$ cat src/sv/met_pkg.sv
// ----------------------------------------------------------------------------
// Mandelbrot escape-time pixel: package
// Widths, register codes, controller types and fixed-point helpers.
// ----------------------------------------------------------------------------
package met_pkg;

	localparam int COORD_W    = 32;
	localparam int FRAC_W     = 28;
	localparam int PIX_W      = 12;
	localparam int ITER_W     = 12;
	localparam int STEP_W     = 31;
	localparam int LIMIT_W    = 31;
	localparam int CFG_IDX_W  = 3;
	localparam int CFG_DATA_W = 32;
	localparam int MAX_WIDTH  = 4096;
	localparam int MAX_HEIGHT = 4096;

	localparam int MAP_PROD_W = PIX_W + STEP_W;
	localparam int SQ_PROD_W  = 2 * COORD_W;
	localparam int SQ_W       = SQ_PROD_W - FRAC_W;
	localparam int XY2_W      = SQ_PROD_W - FRAC_W + 1;
	localparam int SAT_IN_W   = MAP_PROD_W + 3;

	localparam logic signed [SAT_IN_W-1:0] SAT_HI =
		SAT_IN_W'((64'sd1 <<< (COORD_W - 1)) - 64'sd1);
	localparam logic signed [SAT_IN_W-1:0] SAT_LO = ~SAT_HI;

	typedef logic signed [COORD_W-1:0] coord_t;

	typedef enum logic [CFG_IDX_W-1:0] {
		CFG_ORIGIN_RE,
		CFG_ORIGIN_IM,
		CFG_PIXEL_STEP,
		CFG_MAX_ITER,
		CFG_ESCAPE_LIMIT
	} cfg_idx_t;

	localparam coord_t              RST_ORIGIN_RE    = coord_t'(-32'sd536870912);
	localparam coord_t              RST_ORIGIN_IM    = coord_t'(-32'sd536870912);
	localparam logic [STEP_W-1:0]   RST_PIXEL_STEP   = STEP_W'(262144);
	localparam logic [ITER_W-1:0]   RST_MAX_ITER     = ITER_W'(250);
	localparam logic [LIMIT_W-1:0]  RST_ESCAPE_LIMIT = LIMIT_W'(1073741824);

	typedef struct packed {
		coord_t              origin_re;
		coord_t              origin_im;
		logic [STEP_W-1:0]   pixel_step;
		logic [ITER_W-1:0]   max_iter;
		logic [LIMIT_W-1:0]  escape_limit;
	} cfg_t;

	typedef enum logic [2:0] {
		ST_IDLE,
		ST_MAP_ADD,
		ST_SQUARE,
		ST_EVAL,
		ST_HOLD
	} state_t;

	typedef struct packed {
		logic load_in;
		logic map_add;
		logic square;
		logic update;
		logic finish;
		logic out_load;
	} cmd_t;

	typedef struct packed {
		logic done;
	} sts_t;

	// Positions beyond the frame are pulled back onto its last column or row.
	function automatic logic [PIX_W-1:0] clamp_pix(input logic [PIX_W-1:0] p, input int lim);
		logic [PIX_W-1:0] r;
		r = p;
		if (int'(p) >= lim) begin
			r = PIX_W'(lim - 1);
		end
		return r;
	endfunction

	function automatic coord_t sat_coord(input logic signed [SAT_IN_W-1:0] v);
		coord_t r;
		if (v > SAT_HI) begin
			r = SAT_HI[COORD_W-1:0];
		end else if (v < SAT_LO) begin
			r = SAT_LO[COORD_W-1:0];
		end else begin
			r = v[COORD_W-1:0];
		end
		return r;
	endfunction

endpackage

$ cat src/sv/met_ctrl.sv
// ----------------------------------------------------------------------------
// Mandelbrot escape-time pixel: controller
// Sequences mapping, squaring and evaluation, and owns the output valid.
// ----------------------------------------------------------------------------
module met_ctrl (
	input  logic          clk,
	input  logic          arst_n,
	input  logic          in_valid,
	output logic          in_ready,
	output logic          out_valid,
	input  logic          out_ready,
	input  met_pkg::sts_t sts,
	output met_pkg::cmd_t cmd
);
	import met_pkg::*;

	state_t state_q;
	state_t state_d;
	logic   out_valid_q;

	always_ff @(posedge clk or negedge arst_n) begin
		if (!arst_n) begin
			state_q     <= ST_IDLE;
			out_valid_q <= 1'b0;
		end else begin
			state_q <= state_d;
			if (cmd.out_load) begin
				out_valid_q <= 1'b1;
			end else if (out_ready) begin
				out_valid_q <= 1'b0;
			end
		end
	end

	always_comb begin
		state_d  = state_q;
		cmd      = '0;
		in_ready = 1'b0;
		unique case (state_q)
			ST_IDLE: begin
				in_ready = 1'b1;
				if (in_valid) begin
					cmd.load_in = 1'b1;
					state_d     = ST_MAP_ADD;
				end
			end
			ST_MAP_ADD: begin
				cmd.map_add = 1'b1;
				state_d     = ST_SQUARE;
			end
			ST_SQUARE: begin
				cmd.square = 1'b1;
				state_d    = ST_EVAL;
			end
			ST_EVAL: begin
				if (sts.done) begin
					cmd.finish = 1'b1;
					state_d    = ST_HOLD;
				end else begin
					cmd.update = 1'b1;
					state_d    = ST_SQUARE;
				end
			end
			ST_HOLD: begin
				if (!out_valid_q || out_ready) begin
					cmd.out_load = 1'b1;
					state_d      = ST_IDLE;
				end
			end
			default: begin
				state_d = ST_IDLE;
			end
		endcase
	end

	assign out_valid = out_valid_q;
endmodule

$ cat config.mk
export PLATFORM = sky130hd
export DESIGN_NAME = met_ctrl
export DESIGN_NICKNAME = d
export VERILOG_FILES = /design/src/sv/met_pkg.sv /design/src/sv/met_ctrl.sv
export SDC_FILE = /design/constraint.sdc
export NUM_CORES = 1
export LEC_CHECK = 0
export ABC_AREA = 1
export ABC_CLOCK_PERIOD_IN_PS = 1700
export BUFFER_PORTS_ARGS = -buffer_cell sky130_fd_sc_hd__clkbuf_2
export CAP_MARGIN = 0
export CORE_AREA = 3 3 40 42
export DETAILED_ROUTE_END_ITERATION = 8
export DIE_AREA = 0 0 43 45
export PLACE_DENSITY = 0.37
export SLEW_MARGIN = 10
export SYNTH_ARGS = -nofsm -noshare
export SYNTH_HDL_FRONTEND = slang
export SYNTH_SLANG_ARGS = --single-unit
$ cat constraint.sdc
create_clock -name clk -period 1.7 [get_ports clk]
set_input_delay 0.17 -clock clk [delete_from_list [all_inputs] [get_ports clk]]
set_output_delay 0.17 -clock clk [all_outputs]
set_load 0.02 [all_outputs]
==> metrics.log <==
INFO  metric post_synth_inst_count = 34
INFO  metric switchingPower = about 0.00029 W
INFO  metric critical_path.reg2reg.endpoint = out_valid$_DFFE_PN0P_
INFO  metric maxcap_violations = 0
INFO  metric synth.lib_cells_used.distinct = 9
INFO  metric ys_top_cells_by_area = sky130_fd_sc_hd__dfrtp_1, sky130_fd_sc_hd__inv_1, sky130_fd_sc_hd__nand2_1, sky130_fd_sc_hd__nor2_1, sky130_fd_sc_hd__nor2_2
INFO  metric synth-seq-area-share = 0.430
INFO  metric drt_iter0_drc = 3
INFO  metric totalPowerFinal = about 0.00060 W
INFO  metric grt_start_max_net_pins = 6
INFO  metric die_w = around 43 µm
INFO  metric layout.filler_cells = between 100 and 150
INFO  metric timing.clock.skew = about 3.6 ps
INFO  metric routed-via-count = around 240
INFO  metric synth_top_family_by_area = simple AND/OR/NAND/NOR gates
INFO  metric avgSynthCellArea = 6.84 µm²
INFO  metric cp_slowest_cell = sky130_fd_sc_hd__dfrtp_1
INFO  metric fraction_of_met1_tracks_used_by_global_routing = 0.0683
INFO  metric chipHeight = ~45 µm
INFO  metric r2r_setup_slack = 880 ps
INFO  metric use_met3 = 0.0598
INFO  metric cts.htree.levels = 1
INFO  metric p_clk_frac = 0.204
INFO  metric post_synth_and_or_nand_nor_area_fraction = 0.317
INFO  metric endpoint_of_the_worst_setup_timing_path = cmd[0]
INFO  metric cp-startpoint = state_q[0]$_DFFE_PN0P_
INFO  metric post-route-drc-count = 0
INFO  metric grt_overflow_total = 0
INFO  metric placementRows = 13
INFO  metric synthDominantAreaCellType = sky130_fd_sc_hd__dfrtp_1
INFO  metric drt-vias-per-instance = between 3 and 4
INFO  metric postCtsSetupRepairBufs = 0
INFO  metric synth_compound_area_frac = 0.0430
INFO  metric synth_top_cells_by_count = sky130_fd_sc_hd__inv_1, sky130_fd_sc_hd__nand2_1, sky130_fd_sc_hd__dfrtp_1, sky130_fd_sc_hd__nor2_1
INFO  metric gates_resized_cts_repair = 0
INFO  metric hold_path_class = in -> reg
INFO  metric r2r-start = state_q[0]$_DFFE_PN0P_
INFO  metric worst_vdd_drop = 0.000479 V
INFO  metric synthMostInstantiatedCell = sky130_fd_sc_hd__inv_1
INFO  metric wl = approximately 500 µm
INFO  metric synthesis.nets = 39
INFO  metric status = finished clean
INFO  metric cts_sinks = 4
INFO  metric place.port_buffers = 12
INFO  metric finalCritPeriodShare = 0.784
INFO  metric worstHoldPathCells = 2
INFO  metric grt_first_pass_wirelength = 855 µm
INFO  metric global_route.usage.total = 0.0694
INFO  metric antenna_cells_inserted = 0
INFO  metric area_delta_synth_final = 44.6%
INFO  metric first_global_vias = 226
INFO  metric p_sw_frac = 0.478
INFO  metric post_synth_xor_area_fraction = 0
INFO  metric tritoncts = done
INFO  metric synth_ff_type = sky130_fd_sc_hd__dfrtp_1
INFO  metric critPathLaunchType = flip-flop
INFO  metric ys.warnings.count = 0
INFO  metric worst-slew-pin-transition = 197 ps
INFO  metric number_of_pins_with_negative_max_slew_slack_in_the_final_report = 0
INFO  metric floorplan.initialDensity = 0.181
INFO  metric rsz_0062_raised_after_global_routing = no
INFO  metric worst_slew_margin_rel = 0.869
INFO  metric critical_path.max_stage_delay = 420 ps
INFO  metric antenna_violating_nets_post_route = 0
INFO  metric antenna_found_initial = 0
INFO  metric tns = 0 ps
INFO  metric synth_edf_count = 0
INFO  metric r2r_cells = 3
INFO  metric number_of_cts_inserted_buffers = 3
INFO  metric die_area = approximately 0.0019 mm²
INFO  metric final_nets = 56
INFO  metric critPathMostFrequentCell = sky130_fd_sc_hd__nor2_1
INFO  metric timing.final.hold_violations = 0
INFO  metric drt_pre_antenna_iters = 2
INFO  metric globalplace.congestion = 0.616
INFO  metric fin_worst_hold_slack = between 100 and 150 ps
INFO  metric synth.cell_area = roughly 230 µm²
INFO  metric globalRoute.busiestLayer = met2
INFO  metric share_seq_of_total_power = 0.291
INFO  metric max_freq = ~750 MHz
INFO  metric worst_ep_arrival_time = around 1200 ps
INFO  metric ctsRootBufferMaster = sky130_fd_sc_hd__clkbuf_4
INFO  metric io_pins = 13
INFO  metric post_route_cells_drive_above_1_share = 0.367
INFO  metric clk_pin_slew_worst_paths = around 40 ps
INFO  metric crit_chain = nor2_1, nand2_1, nor2_1, clkbuf_2
INFO  metric ys_ff_latch = 4
INFO  metric post-synth-top-area-fraction = 0.430
INFO  metric synth_mux_area_frac = 0
INFO  metric async_reset_ff_frac = 1.00
INFO  metric powerDensity = 1780 mW/mm²
INFO  metric cp_max_fo = 4
INFO  metric core_area = around 0.0013 mm²
INFO  metric grtUsageMet2 = 0.0838
INFO  metric detailedPlacementHpwl = approximately 400 µm
INFO  metric worst_ep_required_time = between 1500 and 2000 ps
INFO  metric worst_setup_path_end_kind = primary output
INFO  metric period_needed = 1330 ps
INFO  metric leakagePower = 0.233 nW
INFO  metric criticalPathCategory = reg -> out
INFO  metric internal-power = roughly 0.00031 W
INFO  metric share_comb_of_total_power = 0.505
INFO  metric yosys.area_share.adder = 0
INFO  metric insertion_delay = about 240 ps
INFO  metric cts_hold_buffers = 1
INFO  metric cts.path.max_buffers = 2
INFO  metric post_drt_wl_per_cell = just under 8 µm
INFO  metric final_number_of_setup_violating_endpoints = 0
==> power by group through the flow <==
stage          Combinational [W]  Clock (W)  Sequential, W
2_1_floorplan           0.000219          0       0.000172
3_3_place_gp            0.000308          0       0.000176
3_5_place_dp            0.000307          0       0.000175
4_1_cts                 0.000310   0.000125       0.000174
5_1_grt                 0.000342   0.000136       0.000181
6_report                0.000303   0.000122       0.000174
==> cells in the final DEF, fill, tap and decap left out <==
master	n
sky130_fd_sc_hd__clkbuf_2	12
sky130_fd_sc_hd__clkbuf_4	3
sky130_fd_sc_hd__dfrtp_1	4
sky130_fd_sc_hd__dlygate4sd3_1	1
sky130_fd_sc_hd__inv_1	11
sky130_fd_sc_hd__nand2_1	7
sky130_fd_sc_hd__nand3_1	2
sky130_fd_sc_hd__nand3_2	1
sky130_fd_sc_hd__nor2_1	4
sky130_fd_sc_hd__nor2_2	2
sky130_fd_sc_hd__o21ai_0	2
==> layer usage <==
metal	vias to the layer above	wire length, µm
li1	125	-
met4	0	22
met5	-	0
met3	2	64
met1	96	216
met2	12	197
==> cells by family (layout without fill, tap and decap cells) <==
group,count (synthesis),after routing
and+or+nand+nor,16,16
DFF,4,4
AOI/OAI and AO/OA,2,2
buffers and inverters,12,27
==> flip-flops by register name, indices dropped and copies added, names as in the netlist <==
signal,flops
state_q,3
out_valid,1
==> through the flow <==
stage          worst slack [ps]  utilization  area, µm²  instances
6_report                    367        0.262        337         64
5_1_grt                     257        0.262        337         64
4_1_cts                     354        0.262        337         64
3_5_place_dp                616        0.237        304         60
3_3_place_gp                614        0.237        304         60
2_1_floorplan               631            -        233         34
==> worst min path at each step <==
stage                                  endpoint  slack, ps       from
after detailed placement  out_valid$_DFFE_PN0P_        -20     arst_n
after global routing      out_valid$_DFFE_PN0P_        150  out_ready
after global placement    out_valid$_DFFE_PN0P_        -20     arst_n
final                     out_valid$_DFFE_PN0P_        140  out_ready
after floorplan           out_valid$_DFFE_PN0P_       -130     arst_n
after CTS                 out_valid$_DFFE_PN0P_        140  out_ready
==> critical path, delay by kind of cell (launching register included) <==
family / cells / cell delay (ps)
buf+inv: 1 / 170
simple gates: 3 / 340
flops: 1 / 420
==> area by class of cell <==
class | count | area, µm² | area share
multi-input cells | 18 | 83.8 | 0.249
clock buffers | 3 | 22.5 | 0.0669
well taps | 15 | 18.8 | 0.0558
flip-flops and latches | 4 | 100 | 0.297
repair buffers | 13 | 70.1 | 0.208
inverters | 11 | 41.3 | 0.123
Power figures use the tool's default switching activity.
